$ cat src/rtl/anp_pkg.sv
// Shared types, character codes and state codes for the ABC note token parser.
package anp_pkg;

  localparam logic [7:0] ChLf     = 8'd10;
  localparam logic [7:0] ChUpA    = 8'h41;
  localparam logic [7:0] ChUpG    = 8'h47;
  localparam logic [7:0] ChLoA    = 8'h61;
  localparam logic [7:0] ChLoG    = 8'h67;
  localparam logic [7:0] ChRest   = 8'h7A;
  localparam logic [7:0] ChDig0   = 8'h30;
  localparam logic [7:0] ChDig9   = 8'h39;
  localparam logic [7:0] ChColon  = 8'h3A;
  localparam logic [7:0] LowerOfs = 8'd7;

  // line phase codes
  localparam logic [1:0] PhStart  = 2'd0;
  localparam logic [1:0] PhHeld   = 2'd1;
  localparam logic [1:0] PhBody   = 2'd2;
  localparam logic [1:0] PhHeader = 2'd3;

  // pending note codes
  localparam logic [1:0] PkNone   = 2'd0;
  localparam logic [1:0] PkNote   = 2'd1;
  localparam logic [1:0] PkDigit  = 2'd2;

  localparam logic signed [4:0] PitchRest = -5'sd1;
  localparam logic [3:0]        DurDflt   = 4'd1;

  typedef struct packed {
    logic [1:0]        kind;
    logic signed [4:0] pitch;
    logic [3:0]        duration;
  } anp_pend_t;

  typedef struct packed {
    logic [1:0] phase;
    logic [7:0] held;
    anp_pend_t  pend;
  } anp_state_t;

  typedef struct packed {
    logic              tied;
    logic [3:0]        duration;
    logic signed [4:0] pitch;
  } anp_note_t;

  function automatic logic is_tie_letter(input logic [7:0] b);
    return ((b >= ChUpA) && (b <= ChUpG)) || ((b >= ChLoA) && (b <= ChLoG));
  endfunction

endpackage

$ cat src/rtl/anp_step.sv
// Next-state and token logic for one text byte.
module anp_step
  import anp_pkg::*;
(
  input  anp_state_t state_i,
  input  logic [7:0] byte_i,
  output anp_state_t state_o,
  output logic       emit_o,
  output anp_note_t  note_o
);

  typedef struct packed {
    anp_pend_t pend;
    logic      emit;
    anp_note_t note;
  } anp_feed_t;

  // One body byte against the pending note.
  function automatic anp_feed_t feed(input anp_pend_t pend, input logic [7:0] b);
    anp_feed_t  r;
    logic [7:0] ofs;
    r.pend          = pend;
    r.emit          = 1'b0;
    r.note.pitch    = pend.pitch;
    r.note.duration = pend.duration;
    r.note.tied     = is_tie_letter(b);
    ofs             = '0;
    if ((pend.kind == PkNote) && (b >= ChDig0) && (b <= ChDig9)) begin
      r.pend.duration = b[3:0];
      r.pend.kind     = PkDigit;
    end else begin
      if (pend.kind != PkNone) begin
        r.emit      = 1'b1;
        r.pend.kind = PkNone;
      end
      if ((b >= ChUpA) && (b <= ChUpG)) begin
        ofs             = b - ChUpA;
        r.pend.pitch    = ofs[4:0];
        r.pend.duration = DurDflt;
        r.pend.kind     = PkNote;
      end else if ((b >= ChLoA) && (b <= ChLoG)) begin
        ofs             = b - ChLoA + LowerOfs;
        r.pend.pitch    = ofs[4:0];
        r.pend.duration = DurDflt;
        r.pend.kind     = PkNote;
      end else if (b == ChRest) begin
        r.pend.pitch    = PitchRest;
        r.pend.duration = DurDflt;
        r.pend.kind     = PkNote;
      end
    end
    return r;
  endfunction

  anp_feed_t f_held;   // held first byte against current pending
  anp_feed_t f_cur;    // current byte after the held byte
  anp_feed_t f_body;   // current byte in a body line

  assign f_held = feed(state_i.pend, state_i.held);
  assign f_cur  = feed(f_held.pend, byte_i);
  assign f_body = feed(state_i.pend, byte_i);

  always_comb begin
    state_o = state_i;
    emit_o  = 1'b0;
    note_o  = f_body.note;
    if (byte_i == ChLf) begin
      // line end flushes any pending note untied
      note_o.tied = 1'b0;
      if (state_i.phase == PhHeld) begin
        emit_o          = f_held.pend.kind != PkNone;
        note_o.pitch    = f_held.pend.pitch;
        note_o.duration = f_held.pend.duration;
      end else if (state_i.phase == PhBody) begin
        emit_o          = state_i.pend.kind != PkNone;
        note_o.pitch    = state_i.pend.pitch;
        note_o.duration = state_i.pend.duration;
      end
      state_o.phase     = PhStart;
      state_o.pend.kind = PkNone;
    end else begin
      unique case (state_i.phase)
        PhStart: begin
          state_o.held  = byte_i;
          state_o.phase = PhHeld;
        end
        PhHeld: begin
          if (byte_i == ChColon) begin
            state_o.phase = PhHeader;
          end else begin
            state_o.phase = PhBody;
            state_o.pend  = f_cur.pend;
            emit_o        = f_cur.emit;
            note_o        = f_cur.note;
          end
        end
        PhBody: begin
          state_o.pend = f_body.pend;
          emit_o       = f_body.emit;
          note_o       = f_body.note;
        end
        default: begin
        end
      endcase
    end
  end

endmodule

$ cat src/rtl/abc_note_token_parser.sv
// Top level of the ABC note token parser: input register, parse state, output register.
//
//  channel   dir  tdata fields (lsb first)                   beat meaning
//  s_axis    in   char_code[7:0]                             one text byte, 10 = line end
//  m_axis    out  pitch[4:0] duration[8:5] tied[9] pad[15:10] one note or rest token
//
// One byte per cycle sustained unless the output stalls. A byte is registered in the input
// register, then the parse logic updates the line state and may load a token into the output
// register. Tokens trail their letter by one or two bytes (digit and tie lookahead).
// Reset (rst_ni low, async) returns to line start with nothing pending.
// An output stall only holds the input register when its byte makes a token.
module abc_note_token_parser
  import anp_pkg::*;
(
  input  logic        clk_i,
  input  logic        rst_ni,
  input  logic        s_axis_tvalid_i,
  output logic        s_axis_tready_o,
  input  logic [7:0]  s_axis_tdata_i,   // char_code[7:0]
  output logic        m_axis_tvalid_o,
  input  logic        m_axis_tready_i,
  output logic [15:0] m_axis_tdata_o    // pitch[4:0], duration[8:5], tied[9], zeros
);

  // input register
  logic       in_valid_q, in_valid_d;
  logic [7:0] in_byte_q, in_byte_d;

  // parse state
  anp_state_t st_q, st_d;

  // output register
  logic      out_valid_q, out_valid_d;
  anp_note_t out_note_q, out_note_d;

  logic       step_emit;
  anp_note_t  step_note;
  anp_state_t step_state;
  logic       out_free;
  logic       in_adv;     // byte in the input register is consumed this cycle
  logic       in_take;

  anp_step u_step (
    .state_i (st_q),
    .byte_i  (in_byte_q),
    .state_o (step_state),
    .emit_o  (step_emit),
    .note_o  (step_note)
  );

  assign out_free        = !out_valid_q || m_axis_tready_i;
  assign in_adv          = in_valid_q && (!step_emit || out_free);
  assign s_axis_tready_o = !in_valid_q || in_adv;
  assign in_take         = s_axis_tvalid_i && s_axis_tready_o;

  always_comb begin
    in_valid_d = in_valid_q;
    in_byte_d  = in_byte_q;
    if (in_take) begin
      in_valid_d = 1'b1;
      in_byte_d  = s_axis_tdata_i;
    end else if (in_adv) begin
      in_valid_d = 1'b0;
    end
  end

  assign st_d = in_adv ? step_state : st_q;

  always_comb begin
    out_valid_d = out_valid_q;
    out_note_d  = out_note_q;
    if (in_adv && step_emit) begin
      out_valid_d = 1'b1;
      out_note_d  = step_note;
    end else if (m_axis_tready_i) begin
      out_valid_d = 1'b0;
    end
  end

  always_ff @(posedge clk_i or negedge rst_ni) begin
    if (!rst_ni) begin
      in_valid_q         <= 1'b0;
      out_valid_q        <= 1'b0;
      st_q.phase         <= PhStart;
      st_q.held          <= '0;
      st_q.pend.kind     <= PkNone;
      st_q.pend.pitch    <= '0;
      st_q.pend.duration <= DurDflt;
    end else begin
      in_valid_q  <= in_valid_d;
      out_valid_q <= out_valid_d;
      st_q        <= st_d;
    end
  end

  always_ff @(posedge clk_i) begin
    in_byte_q  <= in_byte_d;
    out_note_q <= out_note_d;
  end

  assign m_axis_tvalid_o = out_valid_q;
  assign m_axis_tdata_o  = {6'd0, out_note_q.tied, out_note_q.duration, out_note_q.pitch};

  // line end always leaves the parser at line start with nothing pending
  a_lf_clears: assert property (@(posedge clk_i) disable iff (!rst_ni)
    (in_adv && (in_byte_q == ChLf)) |=> ((st_q.phase == PhStart) && (st_q.pend.kind == PkNone)))
    else $error("line end did not clear parse state");

  // header lines never make tokens
  a_header_quiet: assert property (@(posedge clk_i) disable iff (!rst_ni)
    (in_valid_q && (st_q.phase == PhHeader)) |-> !step_emit)
    else $error("token from header line");

  // a tie is only reported when the current byte is a note letter
  a_tie_letter: assert property (@(posedge clk_i) disable iff (!rst_ni)
    (in_valid_q && step_emit && step_note.tied) |-> is_tie_letter(in_byte_q))
    else $error("tie without following letter");

  // a held byte waits for the output register and is not dropped
  a_in_hold: assert property (@(posedge clk_i) disable iff (!rst_ni)
    (in_valid_q && !in_adv) |=> (in_valid_q && $stable(in_byte_q)))
    else $error("input byte lost during stall");

  // parse state moves only when a byte is consumed
  a_state_hold: assert property (@(posedge clk_i) disable iff (!rst_ni)
    !in_adv |=> $stable(st_q))
    else $error("parse state changed without a byte");

endmodule

$ cat config.mk
export PLATFORM = sky130hd
export DESIGN_NAME = abc_note_token_parser
export DESIGN_NICKNAME = d
export VERILOG_FILES = /design/src/rtl/anp_pkg.sv /design/src/rtl/anp_step.sv /design/src/rtl/abc_note_token_parser.sv
export SDC_FILE = /design/constraint.sdc
export NUM_CORES = 1
export LEC_CHECK = 0
export ABC_AREA = 0
export BUFFER_PORTS_ARGS = -buffer_cell sky130_fd_sc_hd__buf_2
export CORE_MARGIN = 2
export CORE_UTILIZATION = 35
export CTS_CLUSTER_DIAMETER = 120
export DETAILED_ROUTE_END_ITERATION = 12
export PLACE_DENSITY = 0.48
export REMOVE_ABC_BUFFERS = 1
export SLEW_MARGIN = 20
export SYNTH_ARGS = -nofsm -noshare
export SYNTH_HDL_FRONTEND = slang
export SYNTH_HIERARCHICAL = 1
export SYNTH_SLANG_ARGS = --single-unit
$ cat constraint.sdc
create_clock -name clk_i -period 3.6 [get_ports clk_i]
set_input_delay 0.54 -clock clk_i [delete_from_list [all_inputs] [get_ports clk_i]]
set_output_delay 0.54 -clock clk_i [all_outputs]
set_load 0.03 [all_outputs]
==> results.cfg, run 1 <==
[run_status]
outcome = finished, final reports clean

[logic_synthesis]
synth-seq-cells = 41
syn_inst = 392
synthFlopType = dfrtp_1
yosysSeqAreaShare = 0.313
synth_cell_types = 81
async_flop_share = 0.561
ys_warn_count = 6
synth_enable_flop_cells = 18
syn_avg_cell_area_um2 = 9.11
syn_area_um2 = 3570

[drt]
drtPass1Iterations = 5
wl_mm = 10.9
postRouteAntennaNets = 0
detail_route.iter0.violations = 236
routed_via_density = 5.83
drcViolationCount = 0
via_count = 3156
wl_per_cell_um = 20.2

[global_routing]
grt_pass1_vias = 2960
antenna_found_initial = 0
grt_usage = 0.199
grt_overflow = 0
grt_pass1_wl_mm = 17.1
grt_max_degree = 42

[run]
cap_violations = 0

[cts]
cts_setup_buffers = 0
clockBufferDepth = 2
hold_buffers = 0
clk-insertion-delay-late_ps = 310
numCtsBuffers = 5
postCtsResizedCells = 0
clockRootBuffer = clkbuf_8
cts_tree = yes
clk_pin_slew_worst_paths_ps = 100
clkSinkCount = 41
htree_levels = 2

[timing]
drv_slew = 0
finalCritPeriodShare = 0.912
relSlewSlack = 0.606
timing.fmax_ghz = 0.305
fin_skew_ps = 15.2
fin_crit_ps = 3280
final-setup-viol-count = 0
fin_setup_tns_ps = 0
worst_slew_pin_slew_ps = 585
hold_viol = 0
worst_slack_ps = 316
rsz0062_at_grt = false

[die]
die_x_um = 105
boundaryPins = 30
start_util = 0.364
core_area_um2 = 9820
die-area_um2 = 11000
die_h_um = 105
placementRows = 36

[critical_path]
start_kind = register
worstSetupPathType = register to output pin
crit_fanout = 10
arrival_ps = 2740
critPathRequiredTime_ps = 3060
ff2ff_path_depth = 11
crit_path_end_kind = output pin

[power]
power_density_nw_per_um2 = 555
peakVddDrop_mv = 0.166
p_leak_uw = 0.00158

[final_layout]
fin_cells = 541
drive_above_1_share = 0.211
antenna_cells = 0
final_net_count = 432
fillers = 1035
area_delta_synth_final_pct = 7.95
final_cell_mix = nand2_1, nand2b_1, nand4b_1, buf_2
mostFrequentLayoutCell = nand2_1

[place]
pre_cts_ws_ps = 619
io_buffers = 23
hpwl_mm = 7.83
finalWeightedCongestion = 0.872
dp.cells = 533

[hold_path]
min_path_type = input pin to async pin
synthesized netlist by cell type, types with 3 or more instances:
cell type | n | area share
a22oi_1 | 4 | 0.0084
xnor2_1 | 3 | 0.0074
buf_6 | 4 | 0.013
dfrtp_1 | 22 | 0.15
xor2_1 | 3 | 0.0074
nor2_1 | 22 | 0.023
buf_2 | 11 | 0.015
inv_1 | 11 | 0.012
o21ai_0 | 17 | 0.024
and2_1 | 5 | 0.0088
o21bai_1 | 4 | 0.0084
nand4b_1 | 23 | 0.056
a21oi_1 | 13 | 0.018
buf_4 | 8 | 0.017
nand3_1 | 4 | 0.0056
a2bb2oi_1 | 4 | 0.0098
a31oi_1 | 5 | 0.0088
clkbuf_1 | 9 | 0.0095
o21a_1 | 4 | 0.0084
o211ai_2 | 20 | 0.070
a22o_1 | 6 | 0.015
nor3_1 | 4 | 0.0056
o211ai_1 | 5 | 0.011
nand2b_1 | 25 | 0.044
nand2_1 | 58 | 0.061
edfxtp_1 | 18 | 0.15
ha_1 | 13 | 0.046
layer usage:
metal | routed length (um) | vias to the layer above | share of wire | track usage
met5 | 0 | - | 0 | 0
met1 | 4980 | 1511 | 0.46 | 0.282
li1 | - | 1483 | - | -
met4 | 379 | 0 | 0.035 | 0.0800
met3 | 766 | 24 | 0.070 | 0.0343
met2 | 4800 | 138 | 0.44 | 0.298
per-stage QoR:
| stage | utilization | hold WS (ps) | area [um^2] | power [uW] |
|---|---|---|---|---|
| detailed placement | 0.384 | 541 | 3770 | 1790 |
| finish | 0.393 | 227 | 3860 | 2140 |
| global placement | 0.384 | 547 | 3770 | 1810 |
| floorplan | - | 244 | 3390 | 1450 |
| CTS | 0.393 | 242 | 3860 | 2120 |
| global route | 0.393 | 259 | 3860 | 2260 |
state kept, by name (all words and copies together), names as in the netlist:
| name | count |
|---|---|
| in_valid_q | 1 |
| m_axis_tdata_o | 10 |
| m_axis_tvalid_o | 1 |
| st_q | 21 |
| in_byte_q | 8 |
final cells by class:
type	instances	area, um^2	area share
inverters	11	41.3	0.0107
repair buffers	36	213	0.0552
clock buffers	5	68.8	0.0178
multi-input cells	312	2230	0.579
flip-flops and latches	41	1120	0.290
clock inverters	3	16.3	0.00422
well taps	133	166	0.0432
worst max-delay path, stage by stage (launching register included):
cell and delay, ps:
edfxtp_1 490, inv_1 300, ha_1 320, o21bai_1 130, a21oi_1 210, buf_4 190, o21ai_0 80, a21oi_1 150
o22ai_1 100, buf_4 200, nand3_1 80, buf_2 190
path summary, 6_finish.rpt:
check	endpoint	slack, ps	from
setup reg to reg	in_byte_q[2]	610	in_byte_q[1]
setup / recovery	s_axis_tready_o	320	in_byte_q[1]
max in group asynchronous	st_q[3]	2970	rst_ni
hold / removal	st_q[1]	230	rst_ni
hold reg to reg	st_q[0]	560	st_q[0]
min in group clk_i	in_byte_q[1]	410	s_axis_tdata_i[1]
power breakdown:
group,switching (uW),internal [uW],total (uW)
Combinational,623,428,1050
Clock,187,135,322
Sequential,171,594,765
Total,981,1160,2140
kinds of logic (layout without fill, tap and decap cells):
family,Yosys count,count (layout),synth area share
and+or+nand+nor,168,168,0.280
xor gates and xnor gates,6,6,0.0147
AOI/OAI and AO/OA,115,115,0.267
other,1,6,0.00105
adders and majority gates,13,13,0.0455
muxes,4,4,0.0119
buffers and inverters,44,55,0.0672
DFF,41,41,0.313
(Power assumes the default switching activity.)
==> inputs of run 2 (changes only) <==
- RECOVER_POWER: not set -> 25
==> results.cfg, run 2 (synthesis results as in run 1) <==
[drt]
wl_mm = 10.9
routed_via_density = 5.84
wl_per_cell_um = 20.2
drtPass1Iterations = 5
postRouteAntennaNets = 0
detail_route.iter0.violations = 266
via_count = 3159
drcViolationCount = 0

[critical_path]
start_kind = register
crit_path_end_kind = output pin
crit_fanout = 10
r2r_start = in_byte_q[1]
crit_start = in_byte_q[1]
arrival_ps = 2730
critPathRequiredTime_ps = 3060
worstSetupPathType = register to output pin

[power]
p_sw_uw = 976
p_leak_uw = 0.00158
combPwrFrac = 0.493
power_density_nw_per_um2 = 553
peakVddDrop_mv = 0.166
sw_frac_of_total = 0.458
pwr-share-seq = 0.358
intPower_uw = 1160
clkPwrFrac = 0.149

[timing]
finalCritPeriodShare = 0.909
worst_slew_pin_slew_ps = 1430
relSlewSlack = 0.0488
hold_viol = 0
worst_slack_ps = 329
drv_slew = 0
fin_skew_ps = 13.4
timing.fmax_ghz = 0.306
fin_crit_ps = 3270
fin_setup_tns_ps = 0
rsz0062_at_grt = false
final-setup-viol-count = 0

[place]
finalWeightedCongestion = 0.872
dp.cells = 533
hpwl_mm = 7.83
pre_cts_ws_ps = 619
place_area_um2 = 3770
io_buffers = 23

[cts]
hold_buffers = 0
htree_levels = 2
clk_pin_slew_worst_paths_ps = 90
clk-insertion-delay-late_ps = 300
numCtsBuffers = 5
postCtsResizedCells = 0
cts_tree = yes
clockBufferDepth = 2
clockRootBuffer = clkbuf_8
cts_setup_buffers = 0
clkSinkCount = 41

[final_layout]
final_core_utilization = 0.393
largest_register_ff_count = 21
final_net_count = 432
final_cell_mix = nand2_1, nand2b_1, nand4b_1
drive_above_1_share = 0.208
antenna_cells = 0
mostFrequentLayoutCell = nand2_1
area_delta_synth_final_pct = 7.92
largest_register = st_q
fillers = 1033
final_cell_area_um2 = 3850
fin_cells = 541

[hold_path]
min_path_type = input pin to register
hold_start = s_axis_tdata_i[6]

[global_routing]
grt_pass1_vias = 2960
grt_overflow = 0
grt_pass1_wl_mm = 17.1
antenna_found_initial = 0
grt_max_degree = 42
grt_usage = 0.199

[die]
boundaryPins = 30
placementRows = 36
core_area_um2 = 9820
die_h_um = 105
die-area_um2 = 11000
start_util = 0.364
die_x_um = 105

[run_status]
outcome = finished, final reports clean

[run]
cap_violations = 0
-- run 2: final timing paths --
kind                                    to  slack, ps  cells after the start
max                        s_axis_tready_o        330                     11
min                           in_byte_q[6]        410                      1
max reg2reg                   in_byte_q[0]        620                     11
min reg2reg                        st_q[0]        560                      2
max in group asynchronous          st_q[2]       2200                      1
min in group asynchronous         st_q[17]        550                      1
-- run 2: power by group through the flow --
stage	Clock (uW)	Sequential, uW	Combinational, uW
after floorplan	0	736	712
after global placement	0	765	1040
after detailed placement	0	769	1020
after CTS	328	758	1030
after global routing	345	779	1140
final	319	763	1050
-- run 2: layout make-up --
| cell class | instances | area, um^2 | area share |
|---|---|---|---|
| timing repair buffer | 36 | 211 | 0.0549 |
| inverter | 11 | 41.3 | 0.0107 |
| multi-input combinational | 312 | 2230 | 0.579 |
| tap | 133 | 166 | 0.0432 |
| clock inverter | 3 | 16.3 | 0.00422 |
| sequential | 41 | 1120 | 0.290 |
| clock buffer | 5 | 68.8 | 0.0179 |
-- run 2: critical path, cell delays in order, from the launching register on --
cell	delay (ps)
edfxtp_1	480
inv_1	300
ha_1	320
o21bai_1	130
a21oi_1	210
buf_4	190
o21ai_0	80
a21oi_1	150
o22ai_1	100
buf_4	200
nand3_1	80
buf_2	190
-- run 2: metal layers --
metal,part of all wire,wire length [um],vias to the layer above,global-route usage
met1,0.46,4970,1505,0.282
li1,-,-,1486,-
met4,0.032,354,0,0.0800
met5,0,0,-,0
met3,0.063,683,22,0.0343
met2,0.45,4900,146,0.298
-- run 2: metrics by stage --
step,total power (uW),hold WS [ps]
after detailed placement,1790,541
after CTS,2120,242
after global routing,2260,395
after global placement,1810,547
after floorplan,1450,244
final,2130,410
